$ cat src/rtl/pte_pkg.sv
// ----------------------------------------------------------------------------
// pte_pkg
// shared types, codes and field helpers for the pixel to rgb888 expander
// ----------------------------------------------------------------------------
package pte_pkg;

  // palette geometry
  localparam int PAL_ENTRIES = 256;
  localparam int PAL_IDX_W   = $clog2(PAL_ENTRIES);
  localparam int PAL_CNT_W   = 9;

  // field widths
  localparam int PIX_W = 32;
  localparam int COL_W = 8;
  localparam int CFG_W = 9;

  // configuration register indexes
  typedef enum logic [0:0] {
    REG_PIXEL_FORMAT  = 1'b0,
    REG_PALETTE_COUNT = 1'b1
  } cfg_reg_t;

  // input beat commands
  typedef enum logic [0:0] {
    CMD_CONVERT   = 1'b0,
    CMD_PAL_WRITE = 1'b1
  } cmd_t;

  // pixel format codes, values 6 and 7 behave like the direct modes
  localparam logic [2:0] FMT_4BPP   = 3'd0;
  localparam logic [2:0] FMT_8BPP   = 3'd1;
  localparam logic [2:0] FMT_15BPP  = 3'd2;
  localparam logic [2:0] FMT_16BPP  = 3'd3;
  localparam logic [2:0] FMT_24BPP  = 3'd4;
  localparam logic [2:0] FMT_32BPP  = 3'd5;

  // one converted color plus the lookup error flag
  typedef struct packed {
    logic [COL_W-1:0] red;
    logic [COL_W-1:0] green;
    logic [COL_W-1:0] blue;
    logic             index_error;
  } rgb_res_t;

  // 5-bit field to 8 bits, low bits copied from the field's lowest bit
  function automatic logic [COL_W-1:0] expand5(input logic [4:0] f);
    expand5 = {f, {3{f[0]}}};
  endfunction

  // 6-bit field to 8 bits, low bits copied from the field's lowest bit
  function automatic logic [COL_W-1:0] expand6(input logic [5:0] f);
    expand6 = {f, {2{f[0]}}};
  endfunction

endpackage

$ cat src/rtl/pte_convert.sv
// ----------------------------------------------------------------------------
// pte_convert
// format decode: field expansion, byte pick or palette lookup check
// ----------------------------------------------------------------------------
module pte_convert (
  input  logic [2:0]                     fmt,
  input  logic [pte_pkg::PIX_W-1:0]      pixel,
  input  logic [pte_pkg::PAL_CNT_W-1:0]  pal_count,
  input  logic [3*pte_pkg::COL_W-1:0]    pal_entry,
  output pte_pkg::rgb_res_t              res
);
  import pte_pkg::*;

  logic                 hi_zero;
  logic [PAL_CNT_W-1:0] cnt_sat;
  logic                 idx_ok;

  // index is valid when below the count, count clipped to the palette size
  assign hi_zero = (pixel[PIX_W-1:PAL_IDX_W] == '0);
  assign cnt_sat = (pal_count > PAL_CNT_W'(PAL_ENTRIES)) ? PAL_CNT_W'(PAL_ENTRIES)
                                                         : pal_count;
  assign idx_ok  = hi_zero && (PAL_CNT_W'(pixel[PAL_IDX_W-1:0]) < cnt_sat);

  // per-format color
  always_comb begin
    res = '0;
    case (fmt)
      FMT_4BPP, FMT_8BPP: begin
        if (idx_ok) begin
          res.red   = pal_entry[COL_W-1:0];
          res.green = pal_entry[2*COL_W-1:COL_W];
          res.blue  = pal_entry[3*COL_W-1:2*COL_W];
        end else begin
          res.index_error = 1'b1;
        end
      end
      FMT_15BPP: begin
        res.red   = expand5(pixel[14:10]);
        res.green = expand5(pixel[9:5]);
        res.blue  = expand5(pixel[4:0]);
      end
      FMT_16BPP: begin
        res.red   = expand5(pixel[15:11]);
        res.green = expand6(pixel[10:5]);
        res.blue  = expand5(pixel[4:0]);
      end
      default: begin
        res.red   = pixel[7:0];
        res.green = pixel[15:8];
        res.blue  = pixel[23:16];
      end
    endcase
  end

endmodule

$ cat config.mk
export PLATFORM = sky130hd
export DESIGN_NAME = pte_convert
export DESIGN_NICKNAME = d
export VERILOG_FILES = /design/src/rtl/pte_pkg.sv /design/src/rtl/pte_convert.sv
export SDC_FILE = /design/constraint.sdc
export NUM_CORES = 1
export LEC_CHECK = 0
export ABC_CLOCK_PERIOD_IN_PS = 2100
export CORE_MARGIN = 4
export CORE_UTILIZATION = 50
export DETAILED_ROUTE_END_ITERATION = 10
export DONT_BUFFER_PORTS = 1
export PLACE_DENSITY = 0.68
export SLEW_MARGIN = 25
export SYNTH_ARGS = -nofsm -noshare
export SYNTH_HDL_FRONTEND = slang
export SYNTH_SLANG_ARGS = --single-unit
$ cat constraint.sdc
create_clock -name vclk -period 2.1
set_input_delay 0.21 -clock vclk [all_inputs]
set_output_delay 0.21 -clock vclk [all_outputs]
set_load 0.01 [all_outputs]
# After elaboration in Yosys (flattened, before gate mapping)
# Cells that the tools add are included.
# word_totals
reg_bits	0
# op_classes
n_lt_le_gt_ge	2
eq_ne	3
mux	5
reduce_logical	4
# ops
op	count
$pmux W24 S3	1
$logic_not A24 Y1	1
$mux W24	1
$gt A9 B9 Y1 const B	1
$lt A8 B9 Y1	1
$mux W9	1
$eq A3 B2 Y1 const B	2
$eq A3 B1 Y1 const B	1
$logic_not A3 Y1	1
$mux W1	2
$reduce_or A2 Y1	1
$logic_and A1 B1 Y1	1

# Logic depth before layout (Yosys ltp)
# depth
word_depth	6
mapped_depth	9
depth_no_buf	7

# Worst setup path after synthesis
# Ideal clock, no wire load.
# synth_timing
path_type	input -> output
startpoint	input pal_count[8] (netlist name)
endpoint	output res[21] (netlist name)
t_arrival_ns	2.046
required_ns	1.890
path_slack_ns	-0.156
path_stages	9
path_cell_list	clkbuf_1 > nand2b_1 > ha_1 > a21oi_1 > a21boi_0 > o31a_2 > nor4_4 > buf_6 > a221o_1
# synth_lines
item	line	text
start, declared	pte_convert.sv:8	input logic [pte_pkg::PAL_CNT_W-1:0] pal_count,
end, declared	pte_convert.sv:10	output pte_pkg::rgb_res_t res

==> Flow_metrics.wiki <==
{| class="wikitable"
! Metric !! Value
|-
| Post-placement cell count || 120
|-
| Number of global-route vias before repair || 888
|-
| Largest stage delay, worst path || 0.35 ns
|-
| Cell leakage power || 0.354 nW
|-
| Transition time at the pin with the least slew margin || 0.514 ns
|-
| Most common cell in the netlist || nor2_1
|-
| Detailed-route via count || 884
|-
| Syn Std Cell Area || 846 um^2
|-
| Kind of critical path || input port to primary output
|-
| Total of endpoints with negative setup slack in the final report || 0
|-
| Number of diodes || 0
|-
| Fin. max-slew vios || 0
|-
| Routability congestion estimate || 0.749
|-
| Max-cap viol count || 0
|-
| IO Pins || 93
|-
| Number of buffers added on ports || 0
|-
| Count of instances resized after the clock tree is built || 0
|-
| Global-route wire length before repair || 4.22 mm
|-
| Required @ worst endpoint || 1.89 ns
|-
| DRC violations left || 0
|-
| Share of cells above drive strength 1 || 30.8%
|-
| # clk buffers || 0
|-
| Area post-placement || 875 um^2
|-
| Core Area || 1560 um^2
|-
| Setup repair after global routing missed its margin || true
|-
| Number of flip-flops and latches || 0
|-
| Power per unit of standard cell area || 175 nW/um^2
|-
| Die footprint || 2410 um^2
|-
| Final critical delay including setup and external delays || 2.02 ns
|-
| Global Route Usage Sum || 20.8%
|-
| Horizontal die dimension || 49.1 um
|-
| Sum of internal, switching and leakage power || 0.000153 W
|-
| Average wire per standard cell || 23.0 um
|-
| Worst Hold Class || input port to primary output
|-
| Proportion of netlist area held by the largest area contributor || 25.3%
|-
| Proportion of synthesized chip area in sequential cells || 0%
|-
| Yosys warnings || 0
|-
| GRT overflow || 0
|-
| Worst Hold Margin || 0.482 ns
|-
| CP arrival || 1.81 ns
|-
| Initial DRC Count || 17
|-
| Register area || 0 um^2
|-
| Max_slew headroom || 65.7%
|-
| Number of antenna violations at the first check in global routing || 0
|-
| Post-Syn Instances || 110
|-
| CP Launch Type || input port
|-
| Post-synthesis to final-layout area growth || 3.40%
|-
| Post-synth top cells || nor2_1 (21), a221o_2 (19), mux2i_1 (9)
|-
| Count of unique library cells instantiated by Yosys || 28
|-
| Result of the run || finished, final reports clean
|-
| Number of nets in the layout || 181
|-
| Die Y-Extent || 49.1 um
|-
| Fin area || 875 um^2
|-
| Crit Path Max Fanout || 14
|-
| Initial cell density of the core || 54.3%
|-
| Detail Route Antenna Nets || 0
|-
| Period utilization || 96.2%
|-
| Via-per-instance ratio || 7.37
|-
| Syn nets || 185
|-
| Largest vdd supply drop || 0.0765 mV
|-
| Router iterations before antenna repair || 4
|-
| Total detailed-routing wirelength || 2.76 mm
|-
| Achievable clock frequency || 495 MHz
|-
| Number of rows created at floorplan || 14
|-
| Pin count of the biggest net entering global routing || 29
|-
| Average cell area after synthesis || 7.69 um^2
|-
| Cell taking the most area after synthesis || a221o_2
|-
| Hold Vio Cnt, Final || 0
|-
| Leading cell types by total area after synthesis || a221o_2 (25%), mux2i_1 (11%), ha_1 (10%)
|-
| Cell with the largest stage delay on the worst path || o31a_2
|-
| Post-Layout Cell Count || 120
|-
| Critical path, cell by cell || nand2b_1 -> ha_1 -> nand4_1 -> a21oi_1 -> o31a_2 -> nor4_4 -> buf_4 -> a221o_2
|-
| Number of setup buffers added after CTS || 0
|-
| Number of hold-repair buffers added at the cts stage || 0
|-
| Type of destination of the critical path || primary output
|-
| Placed wire-length estimate || 2.36 mm
|}
## power breakdown
part	leakage, nW	switching (W)	internal (W)
Combinational	0.354	0.0000737	0.0000797
Sequential	0	0	0
Clock	0	0	0
## metal layers
metal | GRT usage [%] | vias up | share of wire [%] | wire (um)
li1 | - | 423 | - | -
met4 | 0.474 | 0 | 0 | 0
met3 | 4.89 | 0 | 9.1 | 251
met2 | 37.5 | 48 | 50 | 1380
met5 | 0 | - | 0 | 0
met1 | 25.9 | 413 | 41 | 1130
## cells in the final DEF, fill, tap and decap left out, drive strengths merged
cell type	instances
nor2	21
a221o	20
mux2i	9
nand2b	8
inv	7
a21oi	7
nor4	7
ha	7
o21a	4
nand3	2
buf	2
a21boi	1
nand4	1
and4b	1
o31a	1
o2111ai	1
nor3b	1
or3	1
mux2	1
a21o	1
nor3	1
## metrics by stage
step,worst slack (ns),util [%],TNS [ns]
after floorplan,-0.0666,-,-0.968
after detailed placement,0.0770,56.1,0
final,0.0790,56.1,0
after global placement,0.0994,56.1,0
after CTS,0.0725,56.1,0
after global routing,-0.0145,56.1,-0.0671
## worst paths after layout
path,startpoint,cells past startpoint,slack (ns),endpoint
max,pal_count[8],8,0.08,res[2]
min,fmt[1],1,0.48,res[0]
## cell families (layout without fill, tap and decap cells)
group                      count (synthesis)  in the layout  share of synthesized area [%]
AOI/OAI and AO/OA                         35             35                           38.2
adders and majority gates                  7              7                           10.4
buffers and inverters                     15              9                           11.4
muxes                                     10             10                           12.0
and+or+nand+nor                           43             43                           28.1
## critical path, delay by kind of cell
| kind | cells | cell delay, ns |
|---|---|---|
| AO/OA/AOI/OAI | 3 | 0.61 |
| buffers and inverters | 1 | 0.24 |
| adder cells (fa/ha/maj) | 1 | 0.27 |
| AND/OR/NAND/NOR | 3 | 0.48 |
## cell type report
class | instances | area [um^2]
timing repair buffer | 2 | 15.0
tap | 16 | 20.0
fill | 160 | 684
multi-input combinational | 95 | 813
inverter | 7 | 26.3
No activity file was read; power rests on OpenSTA's default activity.
